==> src/sv/ueol_pkg.sv <==
`default_nettype none
package ueol_pkg;

  localparam int MAX_LINES_DEF = 64;

  localparam logic [1:0] OP_INSERT = 2'd0;
  localparam logic [1:0] OP_QUERY  = 2'd1;

  localparam logic [2:0] ST_ANSWERED  = 3'd0;
  localparam logic [2:0] ST_EMPTY     = 3'd1;
  localparam logic [2:0] ST_INSERTED  = 3'd2;
  localparam logic [2:0] ST_DOMINATED = 3'd3;
  localparam logic [2:0] ST_FULL      = 3'd4;
  localparam logic [2:0] ST_CLEARED   = 3'd5;

  // which three lines feed the redundancy test
  typedef enum logic [1:0] {
    TRI_LO_NEW_HI = 2'd0,
    TRI_LO2_LO_NEW = 2'd1,
    TRI_NEW_HI_HI2 = 2'd2
  } tri_t;

  typedef struct packed {
    logic [1:0]         op;
    logic signed [31:0] slope_or_x;
    logic signed [31:0] intercept;
  } in_t;

  typedef struct packed {
    logic signed [63:0] value;
    logic [2:0]         status;
  } out_t;

  typedef struct packed {
    logic load_in;
    tri_t tri_sel;
    logic diff_en;
    logic p1_en;
    logic p2_en;
    logic qmul_en;
    logic qacc_en;
    logic qacc_first;
    logic wr_en;
    logic wr_new;
    logic out_load;
    logic out_zero;
  } cmd_t;

  typedef struct packed {
    logic lt;
    logic eq;
    logic bge;
    logic redund;
  } sts_t;

endpackage
`default_nettype wire

==> src/sv/ueol_ctrl.sv <==
`default_nettype none
module ueol_ctrl #(
  parameter int MAX_LINES = ueol_pkg::MAX_LINES_DEF,
  localparam int AW = $clog2(MAX_LINES),
  localparam int CW = $clog2(MAX_LINES + 1)
) (
  input  wire logic           clk,
  input  wire logic           rst_n,
  input  wire logic           in_valid,
  output logic                in_stall,
  input  wire logic [1:0]     in_op,
  output logic                out_valid,
  input  wire logic           out_stall,
  output logic [2:0]          out_status,
  output ueol_pkg::cmd_t      cmd,
  input  wire ueol_pkg::sts_t sts,
  output logic [AW-1:0]       addr_a,
  output logic [AW-1:0]       addr_b,
  output logic [AW-1:0]       wr_addr
);

  typedef enum logic [4:0] {
    IDLE, F_RD, F_WT, F_CHK, LO_A, C_WT, C_DIF, C_M1, C_M2, C_CMP,
    LO_CHK, HI_CHK, SIZE, SH_RD, SH_WT, SH_WR, NEW_WR, Q_WT, Q_MUL, Q_ACC, DONE
  } state_t;

  localparam logic [CW:0] MAX_W = (CW + 1)'(MAX_LINES);

  state_t         state_r;
  logic [CW-1:0]  n_r, i_r, lo1_r, hi_r, src_r, dst_r, rem_r;
  logic [CW:0]    newn_r;
  logic           up_r, first_r, out_valid_r;
  ueol_pkg::tri_t kind_r;
  logic [2:0]     status_r, out_status_r;
  logic [AW-1:0]  addr_a_r, addr_b_r;

  logic           accept;
  logic [CW:0]    newn;

  assign in_stall = state_r != IDLE;
  assign accept   = in_valid && !in_stall;
  assign newn     = {1'b0, lo1_r} + (CW + 1)'(1) + {1'b0, n_r} - {1'b0, hi_r};

  always_comb begin
    cmd            = '0;
    cmd.load_in    = accept;
    cmd.tri_sel    = kind_r;
    cmd.diff_en    = state_r == C_DIF;
    cmd.p1_en      = state_r == C_M1;
    cmd.p2_en      = state_r == C_M2;
    cmd.qmul_en    = state_r == Q_MUL;
    cmd.qacc_en    = state_r == Q_ACC;
    cmd.qacc_first = first_r;
    cmd.wr_en      = (state_r == SH_WR) || (state_r == NEW_WR);
    cmd.wr_new     = state_r == NEW_WR;
    cmd.out_load   = (state_r == DONE) && !(out_valid_r && out_stall);
    cmd.out_zero   = status_r != ueol_pkg::ST_ANSWERED;
  end

  assign wr_addr    = (state_r == NEW_WR) ? lo1_r[AW-1:0] : dst_r[AW-1:0];
  assign addr_a     = addr_a_r;
  assign addr_b     = addr_b_r;
  assign out_valid  = out_valid_r;
  assign out_status = out_status_r;

  always_ff @(posedge clk) begin
    if (!rst_n) begin
      state_r     <= IDLE;
      n_r         <= '0;
      out_valid_r <= 1'b0;
    end else begin
      if (out_valid_r && !out_stall && state_r != DONE) begin
        out_valid_r <= 1'b0;
      end
      case (state_r)
        IDLE: begin
          if (in_valid) begin
            if (in_op[1]) begin
              n_r      <= '0;
              status_r <= ueol_pkg::ST_CLEARED;
              state_r  <= DONE;
            end else if (in_op == ueol_pkg::OP_INSERT) begin
              i_r     <= '0;
              state_r <= F_RD;
            end else if (n_r == '0) begin
              status_r <= ueol_pkg::ST_EMPTY;
              state_r  <= DONE;
            end else begin
              i_r      <= '0;
              addr_a_r <= '0;
              first_r  <= 1'b1;
              state_r  <= Q_WT;
            end
          end
        end
        // find the first entry whose slope is not below the new one
        F_RD: begin
          if (i_r == n_r) begin
            lo1_r   <= i_r;
            hi_r    <= i_r;
            state_r <= LO_A;
          end else begin
            addr_a_r <= i_r[AW-1:0];
            state_r  <= F_WT;
          end
        end
        F_WT: state_r <= F_CHK;
        F_CHK: begin
          if (sts.lt) begin
            i_r     <= i_r + CW'(1);
            state_r <= F_RD;
          end else if (sts.eq) begin
            if (sts.bge) begin
              status_r <= ueol_pkg::ST_DOMINATED;
              state_r  <= DONE;
            end else begin
              lo1_r   <= i_r;
              hi_r    <= i_r + CW'(1);
              state_r <= LO_A;
            end
          end else begin
            lo1_r   <= i_r;
            hi_r    <= i_r;
            state_r <= LO_A;
          end
        end
        LO_A: begin
          if (lo1_r != '0 && hi_r < n_r) begin
            addr_a_r <= AW'(lo1_r - CW'(1));
            addr_b_r <= hi_r[AW-1:0];
            kind_r   <= ueol_pkg::TRI_LO_NEW_HI;
            state_r  <= C_WT;
          end else begin
            state_r <= LO_CHK;
          end
        end
        C_WT:  state_r <= C_DIF;
        C_DIF: state_r <= C_M1;
        C_M1:  state_r <= C_M2;
        C_M2:  state_r <= C_CMP;
        C_CMP: begin
          case (kind_r)
            ueol_pkg::TRI_LO_NEW_HI: begin
              if (sts.redund) begin
                status_r <= ueol_pkg::ST_DOMINATED;
                state_r  <= DONE;
              end else begin
                state_r <= LO_CHK;
              end
            end
            ueol_pkg::TRI_LO2_LO_NEW: begin
              if (sts.redund) begin
                lo1_r   <= lo1_r - CW'(1);
                state_r <= LO_CHK;
              end else begin
                state_r <= HI_CHK;
              end
            end
            default: begin
              if (sts.redund) begin
                hi_r    <= hi_r + CW'(1);
                state_r <= HI_CHK;
              end else begin
                state_r <= SIZE;
              end
            end
          endcase
        end
        LO_CHK: begin
          if (lo1_r >= CW'(2)) begin
            addr_a_r <= AW'(lo1_r - CW'(2));
            addr_b_r <= AW'(lo1_r - CW'(1));
            kind_r   <= ueol_pkg::TRI_LO2_LO_NEW;
            state_r  <= C_WT;
          end else begin
            state_r <= HI_CHK;
          end
        end
        HI_CHK: begin
          if ({1'b0, hi_r} + (CW + 1)'(1) < {1'b0, n_r}) begin
            addr_a_r <= hi_r[AW-1:0];
            addr_b_r <= AW'(hi_r + CW'(1));
            kind_r   <= ueol_pkg::TRI_NEW_HI_HI2;
            state_r  <= C_WT;
          end else begin
            state_r <= SIZE;
          end
        end
        SIZE: begin
          if (newn > MAX_W) begin
            status_r <= ueol_pkg::ST_FULL;
            state_r  <= DONE;
          end else begin
            newn_r <= newn;
            rem_r  <= n_r - hi_r;
            if (lo1_r + CW'(1) < hi_r) begin
              up_r  <= 1'b1;
              src_r <= hi_r;
              dst_r <= lo1_r + CW'(1);
            end else begin
              up_r  <= 1'b0;
              src_r <= n_r - CW'(1);
              dst_r <= n_r;
            end
            if (n_r == hi_r || lo1_r + CW'(1) == hi_r) begin
              state_r <= NEW_WR;
            end else begin
              state_r <= SH_RD;
            end
          end
        end
        SH_RD: begin
          addr_a_r <= src_r[AW-1:0];
          state_r  <= SH_WT;
        end
        SH_WT: state_r <= SH_WR;
        SH_WR: begin
          rem_r <= rem_r - CW'(1);
          if (up_r) begin
            src_r <= src_r + CW'(1);
            dst_r <= dst_r + CW'(1);
          end else begin
            src_r <= src_r - CW'(1);
            dst_r <= dst_r - CW'(1);
          end
          state_r <= (rem_r == CW'(1)) ? NEW_WR : SH_RD;
        end
        NEW_WR: begin
          n_r      <= newn_r[CW-1:0];
          status_r <= ueol_pkg::ST_INSERTED;
          state_r  <= DONE;
        end
        Q_WT:  state_r <= Q_MUL;
        Q_MUL: state_r <= Q_ACC;
        Q_ACC: begin
          first_r <= 1'b0;
          if (i_r + CW'(1) == n_r) begin
            status_r <= ueol_pkg::ST_ANSWERED;
            state_r  <= DONE;
          end else begin
            i_r      <= i_r + CW'(1);
            addr_a_r <= AW'(i_r + CW'(1));
            state_r  <= Q_WT;
          end
        end
        DONE: begin
          if (!(out_valid_r && out_stall)) begin
            out_valid_r  <= 1'b1;
            out_status_r <= status_r;
            state_r      <= IDLE;
          end
        end
        default: state_r <= IDLE;
      endcase
    end
  end

endmodule
`default_nettype wire

==> config.mk <==
export PLATFORM = sky130hd
export DESIGN_NAME = ueol_ctrl
export DESIGN_NICKNAME = d
export VERILOG_FILES = /design/src/sv/ueol_pkg.sv /design/src/sv/ueol_ctrl.sv
export SDC_FILE = /design/constraint.sdc
export NUM_CORES = 1
export LEC_CHECK = 0
export BUFFER_PORTS_ARGS = -buffer_cell sky130_fd_sc_hd__buf_4
export CAP_MARGIN = 40
export CORE_MARGIN = 2
export CORE_UTILIZATION = 30
export DETAILED_ROUTE_END_ITERATION = 8
export SLEW_MARGIN = 10
export SYNTH_ARGS = -nofsm -noshare
export SYNTH_HDL_FRONTEND = slang
export SYNTH_SLANG_ARGS = --single-unit
==> constraint.sdc <==
create_clock -name clk -period 12.9 [get_ports clk]
set_input_delay 0 -clock clk [delete_from_list [all_inputs] [get_ports clk]]
set_output_delay 0 -clock clk [all_outputs]
set_load 0.05 [all_outputs]
==> results.md <==
* Crit. End Element: flip-flop
* Tightest Hold Check Type: input pin to flip-flop
* Mapped Area at 0.00675 mm^2
* Cell breakdown of the critical path: inv_1 > fa_1 > inv_1 > ha_1 > a21oi_2 > nand2_2 > o41ai_2 > o2111ai_1 > a211oi_2 > nand2_1 > nor2_1
* RR Endpoint: up_r
* Final wirelength at 21.0 mm
* Combinational share of power at 0.437
* Post-cts resize count at 0
* First-pass GRT wire length at 33.1 mm
* Pleak at 3.01 nW
* Slowest cell on crit path: fa_1
* Fin. Hold Viols at 0
* Die Width at 154 um
* Post-DP HPWL at 16.1 mm
* Origin of the critical flop-to-flop path: n_r[2]
* Endpoints failing setup at 0
* Initial DRC count at 713
* Status: finished clean
* CP max stage delay at 0.61 ns
* Hold Startpoint: sts[3]
* Fin Clk Skew at 0.00910 ns
* Post-Synthesis Cells at 759
* Flop pwr share at 0.338
* CP most frequent cell: inv_1
* Finished Cell Area at 0.00762 mm^2
* WHS Path Cells at 4
* Fin. max-slew vios at 0
* Detailed-route DRC error count at 0
* CP Max Fanout at 11
* Kind of critical path: flip-flop to flip-flop
* Post-DR vias/cell at 5.51
* Vias in the first global route at 5725
* Area delta synth->final at 12.9%
* Most common cell after layout, fill and taps aside: edfxtp_1
* Die height at 154 um
* EDFF count, synth at 69
* GP Congestion at 0.931
* Unrepaired setup endpoints after global routing: no
* Hold buffers post-CTS at 3
* MaxCap Viol Count at 0
* CP Data Required Time at 12.88 ns
* Switch share at 0.423
* Final min period at 4.06 ns
* R2R cell count at 11
* Setup TNS at 0 ns
* Via count at 5891
* Asr flop ratio synth at 0
* Yosys Warn Count at 0
* Synth cell types at 76
* DIE AREA at 0.0237 mm^2
* Share of the yosys chip area belonging to registers at 0.346
* ANT cells at 0
* Initial antenna violation count at 0
* Worst EP arrival at 4.04 ns
* I/O pin cnt at 46
* Ratio of cells with drive above 1 in the final layout at 0.116
* Top FF cell, synth: edfxtp_1
* CTS Sinks at 82
* Drt wl/cell at 19.6 um
* Syn_nets at 828
* CP startpoint kind: flip-flop
* Clock group share of total power at 0.224
* Power Density at 151 mW/mm^2
* Most frequent cells in the layout: edfxtp_1, nor2_1, nand2_1
* Total GRT Usage at 0.181
* Root Driver: clkbuf_16
* Largest delay share family, worst path: compound AO/OA/AOI/OAI gates
* Worst skew pair latency at 0.36 ns
* Maximum VDD drop at 0.0000718 V
* Filler cells at 2243
* Worst Tran Pin Value at 0.897 ns
* Reg2Reg Setup Slack at 8.84 ns
* Avg Inst Size Synth at 8.89 um^2
* TritonRoute pass-1 iters at 6
* Placement-stage cell area at 0.00730 mm^2
* Seq. cell area at 0.00233 mm^2
* Final layout net count at 854
* Setup bufs post-CTS at 0
* Htree depth at 3
* Worst rel slew slack at 0.401
* TritonCTS buffer count at 9
* Clock slew at reported path FFs at 0.06 ns
* F_max at 246 MHz
* Initial core utilization at 0.307
* Hold Path Sink: state_r[0]
* P_sw at 485 uW
* Yosys reg bits at 82
* Overflow left after global routing at 0
* Area of the multi-input gates at 0.00400 mm^2
* Final Cycle Share at 0.315
* Pint at 662 uW
* Antenna-violating nets left at 0
* Core region area at 0.0220 mm^2
* Largest net degree at the start of global routing at 28
* CTS tree: built
* # port buffers at 45
* Maximum buffer depth of the clock tree at 2
* Core Rows at 54
* CP bufs+invs at 2
[synthesized netlist by cell type, types with 6 or more instances]
master    instances  area share
dfxtp_1          13       0.039
nor3_1           19       0.014
o211ai_1          6      0.0067
edfxtp_1         69        0.31
nand2b_1         11       0.010
nand4_1           8      0.0074
buf_2            20       0.015
and3_1           17       0.016
inv_1            54       0.030
xor2_1           19       0.025
a21oi_1          60       0.045
xnor2_1          38       0.049
nor2_1           65       0.036
clkbuf_1         16      0.0089
a22oi_1          10       0.011
nand3_1          22       0.016
a211oi_1          6      0.0067
mux2i_1          16       0.024
nand2_1          63       0.035
nor2b_1          11       0.010
o21ai_0          50       0.037
ha_1             49       0.091
fa_1             10       0.030
[worst max path at each step]
stage,start,endpoint,slack (ns),depth (start not counted)
floorplan,lo1_r[2],dst_r[0],8.86,12
detailed placement,n_r[2],newn_r[4],8.84,11
finish,n_r[2],up_r,8.84,11
CTS,n_r[2],up_r,8.81,11
global placement,n_r[2],src_r[0],8.69,11
global route,n_r[2],newn_r[1],8.48,11
[cell families after synthesis]
family / synth area share
flops: 0.346
xor+xnor: 0.0764
compound gates: 0.186
mux: 0.0254
fa+ha+maj: 0.121
simple gates: 0.183
buf+inv: 0.0621
[worst register-to-register path, stage by stage (launching register included)]
cell and delay (ns):
dfxtp_1 0.59, inv_1 0.18, fa_1 0.61, inv_1 0.06, ha_1 0.36, a21oi_2 0.20
nand2_2 0.10, o41ai_2 0.26, o2111ai_1 0.17, a211oi_2 0.37, nand2_1 0.18, nor2_1 0.61
[metal layers]
metal | up-vias | track usage | part of all wire
li1 | 2786 | - | -
met1 | 2793 | 0.241 | 0.43
met2 | 258 | 0.280 | 0.45
met3 | 54 | 0.0285 | 0.066
met4 | 0 | 0.102 | 0.051
met5 | - | 0 | 0
[registers in the layout, indices dropped and copies added, names as in the netlist]
register,count
hi_r,7
i_r,7
lo1_r,7
n_r,7
newn_r,7
rem_r,7
addr_a,6
addr_b,6
dst_r,6
src_r,6
state_r,5
out_status,3
status_r,3
kind_r,2
first_r,1
out_valid,1
up_r,1
[metrics by stage]
step,power (mW),worst slack (ns),hold slack (ns),utilization,cells
2_1_floorplan,0.748,8.86,0.133,-,759
3_3_place_gp,0.882,8.69,0.312,0.331,1047
3_5_place_dp,0.886,8.84,0.314,0.332,1051
4_1_cts,1.15,8.81,0.109,0.347,1070
5_1_grt,1.21,8.48,0.136,0.347,1070
6_report,1.15,8.84,0.118,0.347,1070
[power groups by stage]
stage                     sequential [mW]  clock, mW  combinational [mW]
after floorplan                     0.401          0               0.346
after global placement              0.391          0               0.491
after detailed placement            0.392          0               0.494
after CTS                           0.386      0.262               0.498
after global routing                0.393      0.273               0.541
final                               0.388      0.257               0.501
[final cells by class]
class | count | share of cell area
multi-input combinational | 578 | 0.525
tap | 280 | 0.0460
inverter | 58 | 0.0286
clock buffer | 11 | 0.0306
sequential | 82 | 0.306
timing repair buffer | 56 | 0.0563
clock inverter | 5 | 0.00723
Power figures use the tool's default switching activity.
